--- src/rtl/core/weighted_event_selector_top_defines.svh ---
// assertion macros for the weighted event selector
`ifndef WEIGHTED_EVENT_SELECTOR_TOP_DEFINES_SVH
`define WEIGHTED_EVENT_SELECTOR_TOP_DEFINES_SVH

// same-cycle implication, checked outside reset
`define WES_ASSERT_SAME(lbl, clk, rst_n, ante, cons) \
  lbl: assert property (@(posedge clk) disable iff (!rst_n) (ante) |-> (cons)) \
    else $error("wes: same-cycle check failed");

// next-cycle implication, checked outside reset
`define WES_ASSERT_NEXT(lbl, clk, rst_n, ante, cons) \
  lbl: assert property (@(posedge clk) disable iff (!rst_n) (ante) |=> (cons)) \
    else $error("wes: next-cycle check failed");

`endif

--- src/rtl/core/wes_pkg.sv ---
package wes_pkg;

  // table geometry and field widths
  localparam int unsigned TABLE_DEPTH = 1024;
  localparam int unsigned RATE_BITS   = 32;
  localparam int unsigned IDX_W       = $clog2(TABLE_DEPTH);
  localparam int unsigned CNT_W       = $clog2(TABLE_DEPTH + 1);
  localparam int unsigned SUM_W       = 43;
  localparam int unsigned RATE_W      = 32;
  localparam int unsigned OBJ_W       = 16;
  localparam int unsigned KIND_W      = 3;
  localparam int unsigned FRAC_W      = 32;
  localparam int unsigned SEL_W       = 10;
  localparam int unsigned STATUS_W    = 2;
  localparam int unsigned OP_W        = 2;
  localparam int unsigned SUM_HI_W    = SUM_W - FRAC_W;
  localparam int unsigned CFG_IDX_W   = 1;
  localparam int unsigned CFG_DATA_W  = 32;

  // only the low RATE_BITS of a rate count
  localparam logic [RATE_W-1:0] RATE_MASK =
    (RATE_BITS >= RATE_W) ? {RATE_W{1'b1}} : RATE_W'((64'd1 << RATE_BITS) - 64'd1);
  localparam logic [SUM_W-1:0]  SUM_MAX   = {SUM_W{1'b1}};
  localparam logic [CNT_W-1:0]  CNT_FULL  = CNT_W'(TABLE_DEPTH);

  // configuration register indexes
  localparam logic [CFG_IDX_W-1:0] CFG_CASCADE = 1'b0;
  localparam logic [CFG_IDX_W-1:0] CFG_HELIUM  = 1'b1;

  // special entries
  localparam logic [KIND_W-1:0] KIND_HELIUM  = 3'd5;
  localparam logic [KIND_W-1:0] KIND_CASCADE = 3'd6;
  localparam logic [OBJ_W-1:0]  NO_OBJECT    = 16'hFFFF;

  typedef enum logic [OP_W-1:0] {
    OP_CLEAR  = 2'd0,
    OP_APPEND = 2'd1,
    OP_CLOSE  = 2'd2,
    OP_DRAW   = 2'd3
  } op_e;

  typedef enum logic [STATUS_W-1:0] {
    STATUS_OK    = 2'd0,
    STATUS_EMPTY = 2'd1,
    STATUS_FULL  = 2'd2
  } status_e;

  typedef enum logic [1:0] {
    SRC_INPUT   = 2'd0,
    SRC_CASCADE = 2'd1,
    SRC_HELIUM  = 2'd2
  } add_src_e;

  // one table entry
  typedef struct packed {
    logic [SUM_W-1:0]  cum;
    logic [OBJ_W-1:0]  obj;
    logic [KIND_W-1:0] kind;
  } entry_t;

  // controller to datapath
  typedef struct packed {
    logic     load;
    logic     clear;
    logic     add;
    add_src_e src;
    logic     mul_lo;
    logic     mul_hi;
    logic     rd_mid;
    logic     cmp;
    logic     rd_final;
    logic     capture;
    logic     out_load;
  } cmd_t;

  // datapath to controller
  typedef struct packed {
    logic cascade_nz;
    logic helium_nz;
    logic count_zero;
    logic search_done;
    logic out_free;
  } st_t;

endpackage

--- src/rtl/core/wes_ctrl.sv ---
module wes_ctrl (
  input  logic                        clk_i,
  input  logic                        rst_ni,
  input  logic                        in_valid_i,
  input  logic [wes_pkg::OP_W-1:0]    in_operation_i,
  input  wes_pkg::st_t                st_i,
  output wes_pkg::cmd_t               cmd_o,
  output logic                        in_ready_o
);

  typedef enum logic [3:0] {
    S_IDLE,
    S_CLEAR,
    S_APPEND,
    S_CASCADE,
    S_HELIUM,
    S_MUL_LO,
    S_MUL_HI,
    S_PROBE,
    S_COMPARE,
    S_PICK,
    S_DONE
  } state_e;

  state_e state_q, state_d;

  // next state and command decode
  always_comb begin
    state_d = state_q;
    cmd_o   = '0;
    cmd_o.src = wes_pkg::SRC_INPUT;
    case (state_q)
      S_IDLE: begin
        if (in_valid_i) begin
          cmd_o.load = 1'b1;
          case (wes_pkg::op_e'(in_operation_i))
            wes_pkg::OP_CLEAR:  state_d = S_CLEAR;
            wes_pkg::OP_APPEND: state_d = S_APPEND;
            wes_pkg::OP_CLOSE:  state_d = S_CASCADE;
            default:            state_d = S_MUL_LO;
          endcase
        end
      end
      S_CLEAR: begin
        cmd_o.clear = 1'b1;
        state_d     = S_DONE;
      end
      S_APPEND: begin
        cmd_o.add = 1'b1;
        state_d   = S_DONE;
      end
      S_CASCADE: begin
        cmd_o.add = st_i.cascade_nz;
        cmd_o.src = wes_pkg::SRC_CASCADE;
        state_d   = S_HELIUM;
      end
      S_HELIUM: begin
        cmd_o.add = st_i.helium_nz;
        cmd_o.src = wes_pkg::SRC_HELIUM;
        state_d   = S_DONE;
      end
      S_MUL_LO: begin
        cmd_o.mul_lo = 1'b1;
        state_d      = st_i.count_zero ? S_DONE : S_MUL_HI;
      end
      S_MUL_HI: begin
        cmd_o.mul_hi = 1'b1;
        state_d      = S_PROBE;
      end
      S_PROBE: begin
        if (st_i.search_done) begin
          cmd_o.rd_final = 1'b1;
          state_d        = S_PICK;
        end else begin
          cmd_o.rd_mid = 1'b1;
          state_d      = S_COMPARE;
        end
      end
      S_COMPARE: begin
        cmd_o.cmp = 1'b1;
        state_d   = S_PROBE;
      end
      S_PICK: begin
        cmd_o.capture = 1'b1;
        state_d       = S_DONE;
      end
      S_DONE: begin
        if (st_i.out_free) begin
          cmd_o.out_load = 1'b1;
          state_d        = S_IDLE;
        end
      end
      default: state_d = S_IDLE;
    endcase
  end

  // state register
  always_ff @(posedge clk_i or negedge rst_ni) begin
    if (!rst_ni) begin
      state_q <= S_IDLE;
    end else begin
      state_q <= state_d;
    end
  end

  assign in_ready_o = (state_q == S_IDLE);

endmodule

--- config.mk ---
export PLATFORM = sky130hd
export DESIGN_NAME = wes_ctrl
export DESIGN_NICKNAME = d
export VERILOG_FILES = /design/src/rtl/core/weighted_event_selector_top_defines.svh /design/src/rtl/core/wes_pkg.sv /design/src/rtl/core/wes_ctrl.sv
export SDC_FILE = /design/constraint.sdc
export NUM_CORES = 1
export LEC_CHECK = 0
export BUFFER_PORTS_ARGS = -buffer_cell sky130_fd_sc_hd__buf_4
export CAP_MARGIN = 0
export CORE_UTILIZATION = 30
export CTS_BUF_LIST = sky130_fd_sc_hd__clkbuf_8
export CTS_CLUSTER_DIAMETER = 50
export DETAILED_ROUTE_END_ITERATION = 7
export SLEW_MARGIN = 30
export SYNTH_ARGS = -nofsm -noshare
export SYNTH_HDL_FRONTEND = slang
export SYNTH_SLANG_ARGS = --single-unit
--- constraint.sdc ---
create_clock -name clk_i -period 1.71 [get_ports clk_i]
set_clock_uncertainty 0.15 [all_clocks]
set_input_delay 0.4275 -clock clk_i [delete_from_list [all_inputs] [get_ports clk_i]]
set_output_delay 0.4275 -clock clk_i [all_outputs]
set_load 0.01 [all_outputs]
Yosys cells after proc, flatten, opt, wreduce, memory -nomap -nowiden
Index checks and enable logic that the tools add are counted.
- reduce and logical (&&, ||, !) cells: 5
- mux-type cells: 21
- equal/unequal tests: 14
- operators by type and width (cell ; count):
    $pmux 4 s7 ; 1
    $eq 4x3->1 const B ; 4
    $mux 1 ; 14
    $eq 4x4->1 const B ; 3
    $mux 4 ; 3
    $pmux 3 s3 ; 1
    $eq 4x2->1 const B ; 2
    $eq 4x1->1 const B ; 1
    $logic_not 4->1 ; 1
    $ne 2x2->1 const B ; 2
    $pmux 2 s2 ; 1
    $reduce_or 4->1 ; 1
    $pmux 1 s3 ; 1
    $eq 2x1->1 const B ; 1
    $eq 2x2->1 const B ; 1
    $logic_not 2->1 ; 1
    $reduce_and 2->1 ; 1
    $reduce_or 2->1 ; 1
- input bits: 10
- word-level logic and storage cells: 41
- flip-flop bits (word level): 4

Depth between registers and ports, before layout
- word-level depth: 4
- mapped depth: 5
- depth with buffers taken out: 5

Least setup slack after synthesis
No wires, ideal clock.
- kind: flip-flop to output port
- start: register state_q[0]
- end: output port cmd_o[11] (netlist name)
- data arrival time: 1.194 ns
- setup slack: -0.061 ns
- stages on the path, launching flop included: 4
- buffers on the path: 0
- required time: 1.132 ns
- cells stage by stage: dfrtp_1 -> or4_4 -> inv_2 -> and2_1
- RTL lines (what ; line ; source):
    from (decl) ; wes_ctrl.sv:25 ; state_e state_q, state_d;
    from (signal assigned) ; wes_ctrl.sv:102 ; state_q <= state_d;
    to (decl) ; wes_ctrl.sv:7 ; output wes_pkg::cmd_t cmd_o,

==> metrics.md <==
| Metric | Value |
|---|---|
| Status | finished, violations left |
| Failing checks | setup timing |
| Slew margin rel. | 0.8438 |
| Final hold viol count | 0 |
| Setup TNS | -1.252 ns |
| Die ar. | 0.001564 mm^2 |
| CP Data Required Time | about 1.1 ns |
| Post-synth top flop | dfrtp_1 |
| Number of flops mapped to enable cells by yosys | 0 |
| Port bufs | 22 |
| Pwr Total | 1.304 mW |
| Die height | 39.55 um |
| Largest Register | state_q |
| Row count | 13 |
| Slew Viols, Final | 0 |
| Grt total ovfl | 0 |
| Clock Path Buffers | 2 |
| TritonCTS clock tree | done |
| Pre-antenna DRT Iters | 4 |
| Peak VDD IR | 1.037 mV |
| Leak pwr | 0.4359 nW |
| Sinks on the clock net | 4 |
| Starting Density | 0.3250 |
| Worst-skew pair later-pin latency | 0.22 ns |
| # DRC | 0 |
| Reg clk slew, reported paths | about 0.03 ns |
| DPL Wire Length | 801.8 um |
| Period minus WS final | 2.009 ns |
| Pre-CTS WS | -0.08057 ns |
| Max FFs per register | 4 |
| Synthesis-to-layout area growth | 105.6% |
| Critical path peak fanout | 3 |
| Htree depth | 1 |
| Share of layout cells above drive strength 1 | 0.5938 |
| Netlist Area Pre-Place | 422.9 um^2 |
| Max-cap violation count | 0 |
| CP Capture Type | output pin |
| Sequential area share after synthesis | 0.2367 |
| DRT iter0 DRCs | 10 |
| Synth Warn # | 0 |
| CTS Buf Count | 3 |
| Mean Syn Cell Area | roughly 7.2 um^2 |
| Cell variety after synth | 25 |
| Global-route wire length before repair | 1.731 mm |
| Core area | 0.001301 mm^2 |
| Setup WS post-layout | -0.2992 ns |
| Worst setup path class | flip-flop to output pin |
| Post-DRT Antenna Nets | 0 |
| #FFs+latches synth | 4 |
| Final Core Density | 0.6683 |
| Dpl cells | between 90 and 100 |
| WL/cell | 12.28 um |
| RSZ-0062 raised after global routing | true |
| Routability Congestion | 0.7367 |
| Post-route insts no fill | roughly 110 |
| Biggest regs | state_q x4 |
| Most frequent cells in the layout | buf_4, buf_6, o21ai_0 |
| CP arrival | 1.43 ns |
| Pwr dens | 1499 mW/mm^2 |
| GRT Util Overall | 0.1747 |
| Largest net degree at the start of global routing | 14 |
| Finish-stage setup viols | 12 |
| Vias per cell | ~4.9 |
| I/O pin count | 23 |
| Worst slew pin tran | ~0.23 ns |
| Via Count | 549 |
| Vias in the first global route | around 430 |
| Initial antenna violation count | 0 |
| Asr flop ratio synth | 1.000 |
| CP startpoint kind | flip-flop |
| Fmax | 0.4977 GHz |
| Final wirelength | 1.363 mm |
| Commonest non-fill, non-tap cell in the layout | buf_4 |
| Hold/Removal Path Class | primary input to flip-flop |
| Post-Synthesis Cells | 59 |
| Tcrit/Tclk final | 1.175 |
| Fin nets | 110 |
| Die W | 39.55 um |
| Synthesized Nets | 71 |
| Diode count | 0 |
| Clock Root Buffer | clkbuf_8 |
-- critical path, cell delays in order, from the launching register on --
cell and delay (ns):
dfrtp_1 0.38, or4_4 0.54, inv_4 0.07, and2_4 0.13, buf_6 0.09
-- cells in the mapped netlist (all sizes together), types with 2 or more instances --
master	count	area (um^2)
ha	2	25.02
a21oi	2	10.01
nand2b	4	25.02
nor3	7	35.03
nor2	3	11.26
nand2	4	15.01
o21ai	7	38.79
dfrtp	4	100.1
buf	3	15.01
nor2b	6	37.54
inv	5	18.76
-- metal layers --
metal | track usage | vias up | share of wire
li1 | - | 277 | -
met1 | 0.2062 | 258 | 0.45
met2 | 0.2623 | 12 | 0.52
met3 | 0.01705 | 2 | 0.020
met4 | 0.1810 | 0 | 0.016
met5 | 0 | - | 0
-- cell type report --
class	count	area (um^2)
fill	102	431.7
clock buffer	3	41.29
multi-input combinational	46	366.6
inverter	5	21.27
tap	15	18.77
timing repair buffer	38	321.6
sequential	4	100.1
-- per-stage QoR --
step                      area [um^2]  hold WS (ns)
after floorplan                 427.9      -0.01809
after detailed placement        638.1       0.07247
final                           869.6        0.3629
after global placement          638.1       0.07357
after CTS                       769.5        0.3530
after global routing            869.6        0.3693
-- kinds of logic after synthesis --
kind of cell / Yosys count / synth area share
simple gates: 30 / 0.4024
flops: 4 / 0.2367
fa+ha+maj: 2 / 0.05916
buf+inv: 9 / 0.08872
compound gates: 14 / 0.2130
-- timing repair --
item	in CTS	in global routing
hold buffers	1	0
endpoints found under the hold margin	4	0
resized for setup	10	16
gates cloned	0	1
pin swaps	1	1
setup endpoints to repair	13	13
setup buffers	4	4
-- report_power, final --
group | switching, mW | internal, mW
clock network | 0.0489 | 0.150
registers | 0.0240 | 0.134
logic | 0.441 | 0.506
total | 0.513 | 0.790
-- worst paths after layout --
| path | cells after the start | startpoint | slack, ns | end |
|---|---|---|---|---|
| worst max-delay path | 4 | state_q[1]$_DFFE_PN0P_ | -0.30 | cmd_o[11] |
| worst min-delay path | 3 | st_i[0] | 0.36 | state_q[1]$_DFFE_PN0P_ |
| worst max register to register | 4 | state_q[1]$_DFFE_PN0P_ | 0.17 | state_q[2]$_DFFE_PN0P_ |
| worst min register to register | 2 | state_q[1]$_DFFE_PN0P_ | 0.48 | state_q[1]$_DFFE_PN0P_ |
| max in group asynchronous | 2 | rst_ni | 0.92 | state_q[2]$_DFFE_PN0P_ |
| min in group asynchronous | 2 | rst_ni | 0.39 | state_q[3]$_DFFE_PN0P_ |
Power figures use the tool's default switching activity.
